**config.mk**
```make
export PLATFORM = sky130hd
export DESIGN_NAME = gne_ctrl
export DESIGN_NICKNAME = d
export VERILOG_FILES = /design/src/gne_pkg.sv /design/src/gne_ctrl.sv
export SDC_FILE = /design/constraint.sdc
export NUM_CORES = 1
export LEC_CHECK = 0
export CORE_MARGIN = 8
export CORE_UTILIZATION = 63
export DETAILED_ROUTE_END_ITERATION = 6
export DONT_BUFFER_PORTS = 1
export PLACE_DENSITY = 0.79
export SLEW_MARGIN = 5
export SYNTH_ARGS = -nofsm -noshare
export SYNTH_HDL_FRONTEND = slang
export SYNTH_SLANG_ARGS = --single-unit
export TNS_END_PERCENT = 20
```
**constraint.sdc**
```tcl
create_clock -name clk -period 1.7 [get_ports clk]
set_clock_uncertainty 0.15 [all_clocks]
set_input_delay 0.085 -clock clk [delete_from_list [all_inputs] [get_ports clk]]
set_output_delay 0.085 -clock clk [all_outputs]
set_load 0.03 [all_outputs]
```
**src/gne_pkg.sv**
```systemverilog
package gne_pkg;

  // Fixed field widths of the channels.
  localparam int CMD_W      = 2;
  localparam int IDX_W      = 12;
  localparam int COORD_W    = 6;
  localparam int HIN_W      = 16;
  localparam int KIND_W     = 3;
  localparam int VAL_W      = 24;
  localparam int GRID_W     = 7;
  localparam int CFG_ADDR_W = 4;
  localparam int DIR_W      = 2;
  localparam int NDIR       = 4;

  localparam int MAX_COLS_DEF    = 64;
  localparam int MAX_ROWS_DEF    = 64;
  localparam int HEIGHT_BITS_DEF = 16;

  localparam logic [CMD_W-1:0] CMD_WRITE    = 2'd0;
  localparam logic [CMD_W-1:0] CMD_EXPAND   = 2'd1;
  localparam logic [CMD_W-1:0] CMD_ESTIMATE = 2'd2;

  localparam logic [KIND_W-1:0] KIND_NEIGHBOR  = 3'd0;
  localparam logic [KIND_W-1:0] KIND_NONE      = 3'd1;
  localparam logic [KIND_W-1:0] KIND_WR_DONE   = 3'd2;
  localparam logic [KIND_W-1:0] KIND_WR_REJECT = 3'd3;
  localparam logic [KIND_W-1:0] KIND_ESTIMATE  = 3'd4;

  localparam logic [CFG_ADDR_W-1:0] REG_GRID_WIDTH  = 4'd0;
  localparam logic [CFG_ADDR_W-1:0] REG_GRID_HEIGHT = 4'd1;

  localparam logic [1:0] MUL_ROW_W = 2'd0;
  localparam logic [1:0] MUL_NY_W  = 2'd1;
  localparam logic [1:0] MUL_DX_SQ = 2'd2;
  localparam logic [1:0] MUL_DY_SQ = 2'd3;

  // Neighbour order: east, south, west, north.
  localparam logic signed [1:0] STEP_DX [NDIR] = '{2'sd1, 2'sd0, -2'sd1, 2'sd0};
  localparam logic signed [1:0] STEP_DY [NDIR] = '{2'sd0, 2'sd1, 2'sd0, -2'sd1};
  localparam logic [VAL_W-1:0]  STEP_COST [NDIR] = '{24'd1, 24'd1, 24'd1, 24'd1};

  typedef struct packed {
    logic              clear_step;
    logic              load_in;
    logic              div_start;
    logic              div_target;
    logic              cap_a;
    logic              cap_b;
    logic              mul_en;
    logic [1:0]        mul_sel;
    logic              nb_latch;
    logic              nb_addr_en;
    logic              store_wr;
    logic              est_hold;
    logic              est_sum;
    logic              emit;
    logic [KIND_W-1:0] kind;
    logic              last;
    logic [DIR_W-1:0]  dir;
  } gne_cmd_t;

  typedef struct packed {
    logic             clear_done;
    logic [CMD_W-1:0] cmd;
    logic             wr_reject;
    logic             div_done;
    logic             nb_ok;
    logic             out_free;
  } gne_stat_t;

endpackage

```
**src/gne_ctrl.sv**
```systemverilog
module gne_ctrl import gne_pkg::*; (
  input  logic      clk,
  input  logic      rst,
  input  logic      req_valid,
  output logic      req_ready,
  input  gne_stat_t stat,
  output gne_cmd_t  ctl
);

  localparam logic [3:0] S_CLEAR    = 4'd0;
  localparam logic [3:0] S_IDLE     = 4'd1;
  localparam logic [3:0] S_DECODE   = 4'd2;
  localparam logic [3:0] S_WR_STORE = 4'd3;
  localparam logic [3:0] S_DIV_A    = 4'd4;
  localparam logic [3:0] S_DIV_B    = 4'd5;
  localparam logic [3:0] S_NB_MUL   = 4'd6;
  localparam logic [3:0] S_NB_ADDR  = 4'd7;
  localparam logic [3:0] S_NB_CHK   = 4'd8;
  localparam logic [3:0] S_NB_EMIT  = 4'd9;
  localparam logic [3:0] S_SQ_X     = 4'd10;
  localparam logic [3:0] S_SQ_Y     = 4'd11;
  localparam logic [3:0] S_SUM      = 4'd12;
  localparam logic [3:0] S_EMIT_ONE = 4'd13;

  logic [3:0]        state, state_next;
  logic [DIR_W-1:0]  dir, dir_next;
  logic [NDIR-1:0]   rem, rem_next;
  logic [KIND_W-1:0] kind_reg, kind_next;
  logic [DIR_W-1:0]  pick;
  logic [NDIR-1:0]   rem_clr;

  // Lowest pending direction goes out first, which keeps the
  // east, south, west, north order.
  always_comb begin
    pick = '0;
    for (int i = NDIR - 1; i >= 0; i--) begin
      if (rem[i]) begin
        pick = DIR_W'(i);
      end
    end
    rem_clr       = rem;
    rem_clr[pick] = 1'b0;
  end

  assign req_ready = (state == S_IDLE);

  always_comb begin
    state_next = state;
    dir_next   = dir;
    rem_next   = rem;
    kind_next  = kind_reg;
    ctl        = '0;
    ctl.dir    = dir;
    case (state)
      S_CLEAR: begin
        ctl.clear_step = 1'b1;
        if (stat.clear_done) begin
          state_next = S_IDLE;
        end
      end
      S_IDLE: begin
        if (req_valid) begin
          ctl.load_in = 1'b1;
          state_next  = S_DECODE;
        end
      end
      S_DECODE: begin
        rem_next = '0;
        case (stat.cmd)
          CMD_WRITE: begin
            if (stat.wr_reject) begin
              kind_next  = KIND_WR_REJECT;
              state_next = S_EMIT_ONE;
            end else begin
              ctl.mul_en  = 1'b1;
              ctl.mul_sel = MUL_ROW_W;
              state_next  = S_WR_STORE;
            end
          end
          CMD_EXPAND, CMD_ESTIMATE: begin
            ctl.div_start = 1'b1;
            state_next    = S_DIV_A;
          end
          default: state_next = S_IDLE;
        endcase
      end
      S_WR_STORE: begin
        ctl.store_wr = 1'b1;
        kind_next    = KIND_WR_DONE;
        state_next   = S_EMIT_ONE;
      end
      S_DIV_A: begin
        if (stat.div_done) begin
          ctl.cap_a = 1'b1;
          if (stat.cmd == CMD_ESTIMATE) begin
            ctl.div_start  = 1'b1;
            ctl.div_target = 1'b1;
            state_next     = S_DIV_B;
          end else begin
            dir_next   = '0;
            state_next = S_NB_MUL;
          end
        end
      end
      S_NB_MUL: begin
        ctl.mul_en   = 1'b1;
        ctl.mul_sel  = MUL_NY_W;
        ctl.nb_latch = 1'b1;
        state_next   = S_NB_ADDR;
      end
      S_NB_ADDR: begin
        ctl.nb_addr_en = 1'b1;
        state_next     = S_NB_CHK;
      end
      S_NB_CHK: begin
        rem_next[dir] = stat.nb_ok;
        if (dir == DIR_W'(NDIR - 1)) begin
          state_next = S_NB_EMIT;
        end else begin
          dir_next   = dir + 1'b1;
          state_next = S_NB_MUL;
        end
      end
      S_NB_EMIT: begin
        if (stat.out_free) begin
          ctl.emit = 1'b1;
          ctl.last = 1'b1;
          if (rem == '0) begin
            ctl.kind   = KIND_NONE;
            state_next = S_IDLE;
          end else begin
            ctl.kind = KIND_NEIGHBOR;
            ctl.dir  = pick;
            ctl.last = (rem_clr == '0);
            rem_next = rem_clr;
            if (rem_clr == '0) begin
              state_next = S_IDLE;
            end
          end
        end
      end
      S_DIV_B: begin
        if (stat.div_done) begin
          ctl.cap_b  = 1'b1;
          state_next = S_SQ_X;
        end
      end
      S_SQ_X: begin
        ctl.mul_en  = 1'b1;
        ctl.mul_sel = MUL_DX_SQ;
        state_next  = S_SQ_Y;
      end
      S_SQ_Y: begin
        ctl.est_hold = 1'b1;
        ctl.mul_en   = 1'b1;
        ctl.mul_sel  = MUL_DY_SQ;
        state_next   = S_SUM;
      end
      S_SUM: begin
        ctl.est_sum = 1'b1;
        kind_next   = KIND_ESTIMATE;
        state_next  = S_EMIT_ONE;
      end
      S_EMIT_ONE: begin
        if (stat.out_free) begin
          ctl.emit   = 1'b1;
          ctl.kind   = kind_reg;
          ctl.last   = 1'b1;
          state_next = S_IDLE;
        end
      end
      default: state_next = S_IDLE;
    endcase
  end

  always_ff @(posedge clk) begin
    if (rst) begin
      state    <= S_CLEAR;
      dir      <= '0;
      rem      <= '0;
      kind_reg <= KIND_NONE;
    end else begin
      state    <= state_next;
      dir      <= dir_next;
      rem      <= rem_next;
      kind_reg <= kind_next;
    end
  end

endmodule

```
==> results of run 1 <==
==> cell usage after synthesis, drive strengths merged, types with 2 or more instances <==
master	n
buf	14
nor2b	8
nand2b	7
o21a	3
ha	7
and3	4
nor2	17
nor4	3
inv	9
o221ai	2
or3b	2
or2	3
a21oi	15
a31oi	2
nand2	7
nand4	2
a32o	4
o41ai	2
a2bb2oi	2
nand3b	5
dfxtp	13
a211oi	5
o21ai	8
nand3	2
nor3	11
a21o	2
or3	3
==> cell families after synthesis <==
logic type / after synthesis / synth area share, %
AND/OR/NAND/NOR: 80 / 35.5
AO/OA/AOI/OAI: 52 / 27.6
buffers and inverters: 24 / 9.76
flip-flops: 13 / 19.7
adder cells (fa/ha/maj): 7 / 6.63
multiplexers: 1 / 0.758
==> layer usage <==
layer	overflow	GRT usage, %
met1	0	57.0
met2	6	73.1
met3	0	53.5
met4	8	61.7
met5	0	0
==> metrics by stage <==
stage                     hold WS (ns)  cells
after floorplan                 0.0852    177
after CTS                       0.0708    245
after detailed placement       0.00760    230
after global placement         0.00776    230
==> what timing repair did <==
action,in CTS
endpoints found under the setup margin,15
resized for setup,27
pin swaps,9
endpoints found under the hold margin,13
hold buffers,3
buffers inserted,8
==> flow_metrics.py, run 1 <==
metrics = {
    "die": {
        "die_w_um": 61.8,
        "die_y_um": 61.8,
        "io_pins": 32,
        "std_cell_rows": 16,
        "initial_core_util_pct": 67.3,
    },
    "yosys": {
        "async_reset_ff_share_pct": 0,
        "ys_ff_latch": 13,
        "ys.flop_type": "dfxtp_1",
        "synth_nets": 194,
        "avgSynthCellArea_sq_um": 7.46,
        "yosysTopAreaCell": "dfxtp_1",
        "ys_seq_area_share_pct": 19.7,
        "synth.top_cell.area_share_pct": 19.7,
        "synthCells": 177,
        "synth_cell_type_count": 47,
        "netlist_area_sq_mm": 0.00132,
        "synth_edf_count": 0,
        "synthTopCellsByArea": "dfxtp_1 20%, ha_1 6.6%, a21oi_1 5.7%",
        "yosysWarnings": 0,
    },
    "placement": {
        "gp_congestion": 0.992,
        "port-buffer-count": 0,
        "dpl_cell_area_sq_mm": 0.00158,
        "post-dp-hpwl_mm": 3.20,
        "pre_cts_ws_ns": -0.109,
    },
    "cts": {
        "clock_sinks": 13,
        "cts_root_buf": "clkbuf_4",
        "numCtsBuffers": 3,
        "clock_path_buffers": 2,
        "htreeDepth": 1,
    },
    "run_status": {
        "error": "[ERROR GRT-0232] Routing congestion too high. Check the congestion heatmap in the GUI.",
        "stop_stage": "5_1_grt",
        "status": "aborted with a tool error",
    },
    "timing": {
        "worst_endpoint": "ctl[14]",
        "worst-ep-kind": "top-level output",
    },
    "grt": {
        "grt_start_max_net_pins": 17,
        "grt_overflow": 14,
        "grt_use_total_pct": 59.9,
    },
}
==> inputs of run 2 (changes only) <==
--- a/config.mk
+++ b/config.mk
@@ -5,11 +5,11 @@
 export SDC_FILE = /design/constraint.sdc
 export NUM_CORES = 1
 export LEC_CHECK = 0
-export CORE_MARGIN = 8
-export CORE_UTILIZATION = 63
+export CORE_AREA = 8 8 69 71
 export DETAILED_ROUTE_END_ITERATION = 6
+export DIE_AREA = 0 0 77 79
 export DONT_BUFFER_PORTS = 1
-export PLACE_DENSITY = 0.79
+export PLACE_DENSITY_LB_ADDON = 0.15
 export SLEW_MARGIN = 5
 export SYNTH_ARGS = -nofsm -noshare
 export SYNTH_HDL_FRONTEND = slang
==> flow_metrics.py, run 2 <==
metrics = {
    "power_and_ir_drop": {
        "internal-power_uw": 1370,
        "pwr-share-comb_pct": 70.4,
        "p_clk_share_pct": 10.9,
        "ir_drop_mv": 0.568,
        "leakage_uw": 0.000803,
        "p_per_area_mw_per_mm2": 1380,
        "net-switching-power_uw": 1290,
        "pwr-share-seq_pct": 18.7,
        "swShare_pct": 48.4,
    },
    "yosys": {
        "ys_seq_area_share_pct": 19.7,
        "synthCells": 177,
        "ys.flop_type": "dfxtp_1",
        "synthTopCellsByArea": "dfxtp_1 20%, ha_1 6.6%, a21oi_1 5.7%",
        "avgSynthCellArea_sq_um": 7.46,
        "yosysMostFrequentCell": "nor2_1",
        "synth_top_cells_by_count": "17 x nor2_1, 15 x a21oi_1, 13 x dfxtp_1",
        "async_reset_ff_share_pct": 0,
        "netlist_area_sq_mm": 0.00132,
        "synth_cell_type_count": 47,
        "ys_ff_latch": 13,
        "synth_nets": 194,
        "synth.top_cell.area_share_pct": 19.7,
        "synth_edf_count": 0,
        "yosysWarnings": 0,
        "yosysTopAreaCell": "dfxtp_1",
    },
    "routing": {
        "drc_errors": 0,
        "vias": 1537,
        "antenna_left": 0,
        "vias_per_cell": 5.78,
        "drt_wl_total_mm": 4.54,
        "dr.pass1.iters": 4,
        "drt_iter0_drc": 95,
        "routedWlPerCell_um": 17.1,
    },
    "finish": {
        "fillers": 387,
        "syn_to_final_growth_pct": 45.8,
        "final_cell_mix": "38 x buf_4, 13 x nor2_1, 13 x a21oi_1",
        "antenna_cells": 0,
        "nNetsFinal": 234,
        "seqCellArea_sq_um": 274,
        "multi_input_area_sq_mm": 0.00108,
        "final_cells": 266,
        "layout_commonest_cell": "buf_4",
        "drive_above_1_share_pct": 42.1,
        "fin_util_pct": 50.7,
    },
    "worst_setup_path": {
        "crit_type": "flip-flop to output port",
        "r2r-start": "state[3]",
        "crit_slowest_cell": "dfxtp_4",
        "path_max_fanout": 4,
        "rrSetupSlack_ns": -0.01,
        "critical_path.most_common_cell": "buf_6",
        "worstPathArrival_ns": 1.57,
        "cp.required_ns": 1.46,
        "ff2ff_path_depth": 6,
        "r2r-end": "state[3]",
        "critPathMaxStageDelay_ns": 0.36,
        "critical_path_buf_inv_count": 2,
        "cpLargestDelayFamily": "simple AND/OR/NAND/NOR gates",
        "crit_chain": "buf_6 -> nand4b_1 -> nor2_2 -> o21a_1 -> a2bb2oi_2 -> buf_6",
        "end_kind": "output port",
        "start_kind": "flip-flop",
    },
    "die": {
        "die_y_um": 79,
        "core_sq_mm": 0.00380,
        "die_w_um": 77,
        "initial_core_util_pct": 34.7,
        "die-area_sq_mm": 0.00608,
        "io_pins": 32,
        "std_cell_rows": 23,
    },
    "timing": {
        "rsz0062_at_grt": "yes",
        "worst_pin_slew_ns": 0.460,
        "setup_viol": 10,
        "fin_crit_sh_pct": 106,
        "hold_viol": 0,
        "period_needed_ns": 1.81,
        "fmax_mhz": 554,
        "worst_slack_ns": -0.106,
        "maxSlewViolCount": 0,
        "hold_slack_ns": 0.113,
        "slew_headroom_pct": 69.2,
    },
    "run_status": {
        "violations": "setup timing",
        "status": "finished with violations",
    },
    "grt": {
        "grt_overflow": 0,
        "grt_pass1_vias": 1520,
        "grt_use_total_pct": 14.9,
        "grt_pass1_wl_mm": 7.42,
        "antenna_found_initial": 0,
        "grt_start_max_net_pins": 16,
    },
    "cts": {
        "worst_skew_pair.late_latency_ns": 0.25,
        "clock_path_buffers": 2,
        "htreeDepth": 1,
        "cts_tree": "built",
        "clock_sinks": 13,
        "cts_root_buf": "clkbuf_8",
        "path_clk_slew_ns": 0.06,
        "numCtsBuffers": 3,
    },
    "placement": {
        "gp_congestion": 0.882,
        "post-dp-hpwl_mm": 3.38,
        "port-buffer-count": 0,
        "dpl.cell_count": 258,
    },
    "hold_path": {
        "min_from": "stat[0]",
        "hold_path_depth": 4,
        "hp-class": "input port to flip-flop",
        "hold-path-endpoint": "rem[3]",
    },
    "job": {
        "cap_viol_max_count": 0,
    },
}
## run 2: cell counts after synthesis
No cell type changed its count.
## run 2: power groups by stage
stage / clock [uW] / combinational, uW / sequential [uW]
finish: 290 / 1870 / 496
global route: 308 / 2020 / 507
CTS: 295 / 1760 / 479
detailed placement: 0 / 1630 / 468
global placement: 0 / 1630 / 468
floorplan: 0 / 1150 / 419
## run 2: cell type report
type | count | share of cell area, %
multi-input combinational | 140 | 56.3
timing repair buffer | 50 | 22.1
sequential | 13 | 14.2
tap | 50 | 3.25
clock buffer | 4 | 2.34
inverter | 9 | 1.76
## run 2: what timing repair did
| item | in CTS | in global routing |
|---|---|---|
| hold endpoints to repair | 13 | 0 |
| gates resized for setup | 28 | 23 |
| hold buffers | 3 | 0 |
| pin swaps | 5 | 5 |
| buffers inserted | 2 | 0 |
| setup endpoints to repair | 21 | 23 |
## run 2: worst max path at each step
stage / depth (start not counted) / end / slack, ns / startpoint
2_1_floorplan: 4 / ctl[18] / -0.20 / state[3]
3_3_place_gp: 5 / state[3] / -0.08 / state[2]
3_5_place_dp: 5 / state[3] / -0.04 / state[2]
4_1_cts: 6 / ctl[1] / -0.16 / state[3]
5_1_grt: 6 / ctl[1] / -0.23 / state[3]
6_report: 6 / ctl[1] / -0.11 / state[3]
## run 2: kinds of logic after synthesis
| kind of cell | Yosys count | share of synthesized area [%] |
|---|---|---|
| AO/OA/AOI/OAI | 52 | 27.6 |
| buffers and inverters | 24 | 9.76 |
| adder cells (fa/ha/maj) | 7 | 6.63 |
| multiplexers | 1 | 0.758 |
| AND/OR/NAND/NOR | 80 | 35.5 |
| flip-flops | 13 | 19.7 |
## run 2: metal layers
layer,GRT usage [%],vias to the layer above,wire (um),part of all wire (%)
met5,0,-,0,0
met4,6.60,0,91,2.0
met3,3.16,9,262,5.8
met2,24.5,56,2170,48
met1,18.3,743,2020,44
li1,-,729,-,-
## run 2: through the flow
stage	total power (uW)	setup TNS (ns)	cell area [sq um]	setup WS (ns)
after global routing	2830	-1.43	1920	-0.229
after CTS	2530	-0.609	1850	-0.162
after floorplan	1560	-0.384	1330	-0.201
after detailed placement	2100	-0.0569	1660	-0.0415
final	2660	-0.502	1920	-0.106
after global placement	2090	-0.107	1660	-0.0827
## run 2: worst min-delay path, delay by kind of cell
kind / cells / cell delay, ns
AO/OA/AOI/OAI: 4 / 0.39
No activity file was read; power rests on OpenSTA's default activity.
